--- src/rtl/core/momd_cell.sv ---
module momd_cell #(
	parameter int W     = 24,
	parameter bit FIRST = 1'b0,
	parameter bit LAST  = 1'b0
) (
	input  logic         clk,
	input  logic         arst_n,
	input  logic         load,
	input  logic [W-1:0] old_val,
	input  logic [W-1:0] new_val,
	input  logic [W-1:0] left_c,
	input  logic         left_lt,
	input  logic [W-1:0] right_val,
	output logic [W-1:0] val,
	output logic [W-1:0] c,
	output logic         c_lt
);

	logic [W-1:0] val_q;
	logic         after_del;
	logic         left_ok;
	logic [W-1:0] nxt;

	// Close the gap left by the outgoing value: cells at or past it take the right neighbor
	assign after_del = (val_q >= old_val);
	assign c         = after_del ? right_val : val_q;
	assign c_lt      = LAST ? 1'b0 : (c < new_val);

	// Open a slot for the incoming value after everything smaller
	assign left_ok = FIRST ? 1'b1 : left_lt;
	assign nxt     = c_lt ? c : (left_ok ? new_val : left_c);

	always_ff @(posedge clk or negedge arst_n) begin
		if (!arst_n) begin
			val_q <= '0;
		end else if (load) begin
			val_q <= nxt;
		end
	end

	assign val = val_q;

endmodule

--- config.mk ---
export PLATFORM = sky130hd
export DESIGN_NAME = momd_cell
export DESIGN_NICKNAME = d
export VERILOG_FILES = /design/src/rtl/core/momd_cell.sv
export SDC_FILE = /design/constraint.sdc
export NUM_CORES = 1
export LEC_CHECK = 0
export ABC_AREA = 1
export BUFFER_PORTS_ARGS = -buffer_cell sky130_fd_sc_hd__buf_2
export CORE_MARGIN = 4
export CORE_UTILIZATION = 50
export DETAILED_ROUTE_END_ITERATION = 16
export PLACE_DENSITY = 0.84
export SLEW_MARGIN = 40
export SYNTH_ARGS = -nofsm -noshare
export SYNTH_HDL_FRONTEND = slang
export SYNTH_SLANG_ARGS = --single-unit
--- constraint.sdc ---
create_clock -name clk -period 7.9 [get_ports clk]
set_input_delay 1.58 -clock clk [delete_from_list [all_inputs] [get_ports clk]]
set_output_delay 1.58 -clock clk [all_outputs]
set_load 0.02 [all_outputs]
==> impl_summary.md <==
Drt
After detailed routing, the number of vias per cell comes to 4.87. The number of optimization iterations in the first detailed-route pass is 4. Dividing the detail-routed wire length by the instance count gives 13.5 um. The count of nets left with antenna violations once routing finished came out at 0. The number of remaining DRC errors is 0. The wire length reported by the detailed router is 9890 um. Detailed routing inserted a total of 3567 vias. The detailed router finished its first iteration with 174 violations.

Setup path
STA classifies the critical path startpoint as an input pin. The critical path start-end classification is in -> out. STA classifies the critical path endpoint as an output pin. At the worst endpoint, the arrival time is 5360 ps. In this run the worst path has a maximum fanout of 34. The worst endpoint required time is 6320 ps.

Power
The share of total power dissipated in the clock network is 0.046. The switching share of power is 0.593. The cell leakage power is 2.59 nW. The power per unit of standard cell area is 419 nW/um2. The power spent charging and discharging nets is 1.02 mW. The share of total power dissipated in sequential elements is 0.156. The maximum vdd ir drop is 0.259 mV. The total power consumption of the routed design is 1.72 mW.

Internal power comes to 0.699 mW. The share of total power dissipated in combinational logic is 0.798.

Global routing
The overall global routing resource usage is 0.246. The first global-routing pass estimated 15400 um of wire. For this run the aggregate overflow at the end of global routing stands at 0. The maximum number of pins on one net before global-route repair is 48. The initial antenna violation count is 0. The via count of the first global-routing pass came to 3363.

Die
The die area is 8020 um2. The initial utilization of the core area, before any placement, comes to 0.521. In this run the core area contains 29 standard-cell rows. During I/O placement, the number of pins put on the boundary was 149. The horizontal extent of the die is 89.6 um. The floorplan step defined a core boundary enclosing 6390 um2. Measured along the y axis, the die boundary spans 89.6 um.

Finish
The register with the most flip-flops in the layout has 24 of them. The final standard cell count with taps included and fillers excluded is 732. The share of final-layout standard cells stronger than drive strength 1 is 0.315. The number of fill cells in the layout is 596.

The net count reported at finish is 803. The number of antenna repair diodes is 0. The relative area change from synthesis to final layout is 23.3%. With fillers left out, the area of the finished cells amounts to 4100 um2.

Timing
Setup violations remaining at the end of the flow were counted as 0. The timing-limited maximum frequency is 0.144 GHz. At the pin with the least slew margin, the transition time is 677 ps. The maximum clock skew at final layout is 1.12 ps. Setup repair after global routing left no endpoint under its margin. The relative slew slack is 0.549. The time the worst path needs with I/O delays and setup is 6940 ps. The total count of max-transition violations in the final report is 0. For the final routed database, the setup TNS stands at 0 ps. The number of hold-slack violations in the final timing report was 0. The period utilization is 0.879.

The final worst setup slack is 958 ps.

Hold path
The kind of path behind the tightest hold check is reg -> reg.

Clock tree
The number of H-tree levels is 1. The deepest clock path buffer count is 2. For this design, the CTS-stage hold fixing added 0 buffers. The number of buffers inserted by post-CTS setup repair is 0. The number of buffers created by CTS is 3. TritonCTS built the clock tree. The clock drives 24 sinks. Gates resized during post-CTS repair numbered 0.

The source-to-sink clock delay at the later pin of the worst-skew pair is 260 ps. The clock transition at the registers of the reported paths is 70 ps. The cell at the root of the clock tree is sky130_fd_sc_hd__clkbuf_8.

Place
The post-place setup slack is 935 ps. The number of placed instances with taps included is 728. Summing all placed instances gives a cell area of 4050 um2. Routability-driven placement finished with a final weighted congestion of 0.980. The count of buffers from port buffering is 148. Detailed placement finished with a half-perimeter wire length of 8600 um.

Synthesis
Yosys printed 0 warnings. In this run the cell area of the synthesized design comes to 3330 um2. Counting every net in the synthesized netlist gives 669.

The synthesized design contains 24 register bits. The number of cells produced by synthesis is 522. The mean instance size in the synthesized netlist is 6.37 um2. Counting distinct cell types in the post-synthesis netlist gives 27. Of the synthesized area, sequential elements account for 0.181.

Flow run
The number of maximum-capacitance violations is 0.

Outcome
The flow ran to the end, and the final reports show no timing, DRC or antenna violations.
## per-layer routing
metal	GRT usage	vias up	routed length [um]
li1	-	1887	-
met1	0.344	1570	4590
met2	0.418	98	4720
met3	0.0120	12	451
met4	0.0528	0	134
met5	0	-	0
## critical path, stage by stage
cell	delay, ps
sky130_fd_sc_hd__buf_2	80
sky130_fd_sc_hd__inv_1	40
sky130_fd_sc_hd__ha_1	280
sky130_fd_sc_hd__nand2_1	70
sky130_fd_sc_hd__nor2_1	190
sky130_fd_sc_hd__nand2_1	100
sky130_fd_sc_hd__nor2_1	90
sky130_fd_sc_hd__nand2_1	60
sky130_fd_sc_hd__nand2_1	70
sky130_fd_sc_hd__nor2_2	50
sky130_fd_sc_hd__nand2_2	400
sky130_fd_sc_hd__o21ai_0	350
sky130_fd_sc_hd__ha_1	420
sky130_fd_sc_hd__nand4_1	110
sky130_fd_sc_hd__nor3_1	390
sky130_fd_sc_hd__nor4b_2	380
sky130_fd_sc_hd__nand2_4	250
sky130_fd_sc_hd__nand2_8	250
sky130_fd_sc_hd__inv_2	40
sky130_fd_sc_hd__buf_2	150
## final cells by class
type                       count  area, um2  share of cell area
multi-input combinational    365       2170               0.530
inverter                     112        420               0.103
timing repair buffer         150        756               0.184
sequential                    24        601               0.146
tap                           77       96.3              0.0235
clock buffer                   4       55.1              0.0134
## per-stage QoR
step / hold WS (ps) / util
final: 553 / 0.642
after floorplan: 626 / -
after global routing: 579 / 0.642
after detailed placement: 535 / 0.633
after global placement: 539 / 0.633
after CTS: 554 / 0.642
## power by group through the flow
stage | Sequential [mW] | Combinational, mW | Clock, mW
6_report | 0.268 | 1.37 | 0.0784
3_3_place_gp | 0.268 | 1.34 | 0
2_1_floorplan | 0.320 | 0.956 | 0
3_5_place_dp | 0.270 | 1.36 | 0
5_1_grt | 0.277 | 1.54 | 0.0867
4_1_cts | 0.267 | 1.37 | 0.0807
## synthesized netlist by cell type
cell type	number	area, um2
sky130_fd_sc_hd__nand2_1	152	571
sky130_fd_sc_hd__inv_2	3	11.3
sky130_fd_sc_hd__nand2_2	22	138
sky130_fd_sc_hd__inv_1	109	409
sky130_fd_sc_hd__o221ai_1	1	8.76
sky130_fd_sc_hd__a21oi_1	13	65.1
sky130_fd_sc_hd__nand2_4	1	11.3
sky130_fd_sc_hd__ha_1	47	588
sky130_fd_sc_hd__nand3_1	32	160
sky130_fd_sc_hd__clkbuf_1	10	37.5
sky130_fd_sc_hd__a21oi_4	1	16.3
sky130_fd_sc_hd__nor2_1	14	52.6
sky130_fd_sc_hd__nand2_8	1	20.0
sky130_fd_sc_hd__o21ai_0	47	235
sky130_fd_sc_hd__nand4_1	3	18.8
sky130_fd_sc_hd__a211oi_1	3	22.5
sky130_fd_sc_hd__buf_2	5	25.0
sky130_fd_sc_hd__dfrtp_1	24	601
sky130_fd_sc_hd__nor2_2	2	12.5
sky130_fd_sc_hd__nand3_2	21	210
sky130_fd_sc_hd__mux2i_1	1	10.0
sky130_fd_sc_hd__o21a_1	1	7.51
sky130_fd_sc_hd__nor3_1	1	5.00
sky130_fd_sc_hd__buf_4	4	30.0
sky130_fd_sc_hd__o21ai_1	1	5.00
sky130_fd_sc_hd__nor4b_2	1	15.0
sky130_fd_sc_hd__buf_12	2	40.0
## worst paths after layout
kind	start	end	slack, ps	depth (start not counted)
max	old_val[19]	c_lt	960	20
min	val[17]	val[17]	550	2
max reg2reg	val[19]	val[3]	3600	19
min reg2reg	val[17]	val[17]	550	2
max in group asynchronous	arst_n	val[11]	6280	1
min in group asynchronous	arst_n	val[16]	1280	1
## layout by cell type (no fill, tap or decap)
cell type | netlist | layout
sky130_fd_sc_hd__nor3_1 | 1 | 1
sky130_fd_sc_hd__o21ai_0 | 47 | 47
sky130_fd_sc_hd__clkbuf_8 | 0 | 4
sky130_fd_sc_hd__buf_4 | 4 | 2
sky130_fd_sc_hd__nand2_1 | 152 | 152
sky130_fd_sc_hd__inv_2 | 3 | 3
sky130_fd_sc_hd__mux2i_1 | 1 | 1
sky130_fd_sc_hd__a21oi_1 | 13 | 13
sky130_fd_sc_hd__o21a_1 | 1 | 1
sky130_fd_sc_hd__buf_2 | 5 | 148
sky130_fd_sc_hd__nor2_2 | 2 | 2
sky130_fd_sc_hd__a21oi_4 | 1 | 1
sky130_fd_sc_hd__nand4_1 | 3 | 3
sky130_fd_sc_hd__o221ai_1 | 1 | 1
sky130_fd_sc_hd__nand2_4 | 1 | 1
sky130_fd_sc_hd__a211oi_1 | 3 | 3
sky130_fd_sc_hd__ha_1 | 47 | 47
sky130_fd_sc_hd__nand2_2 | 22 | 22
sky130_fd_sc_hd__nor2_1 | 14 | 14
sky130_fd_sc_hd__nor4b_2 | 1 | 1
sky130_fd_sc_hd__dfrtp_1 | 24 | 24
sky130_fd_sc_hd__inv_1 | 109 | 109
sky130_fd_sc_hd__nand2_8 | 1 | 1
sky130_fd_sc_hd__nand3_1 | 32 | 32
sky130_fd_sc_hd__nand3_2 | 21 | 21
sky130_fd_sc_hd__o21ai_1 | 1 | 1
## kinds of logic after synthesis
| group | after synthesis | synth area share |
|---|---|---|
| AND/OR/NAND/NOR | 250 | 0.365 |
| buffers and inverters | 133 | 0.166 |
| AO/OA/AOI/OAI | 67 | 0.108 |
| adder cells (fa/ha/maj) | 47 | 0.177 |
| flip-flops | 24 | 0.181 |
| multiplexers | 1 | 0.00301 |
(Power assumes the default switching activity.)
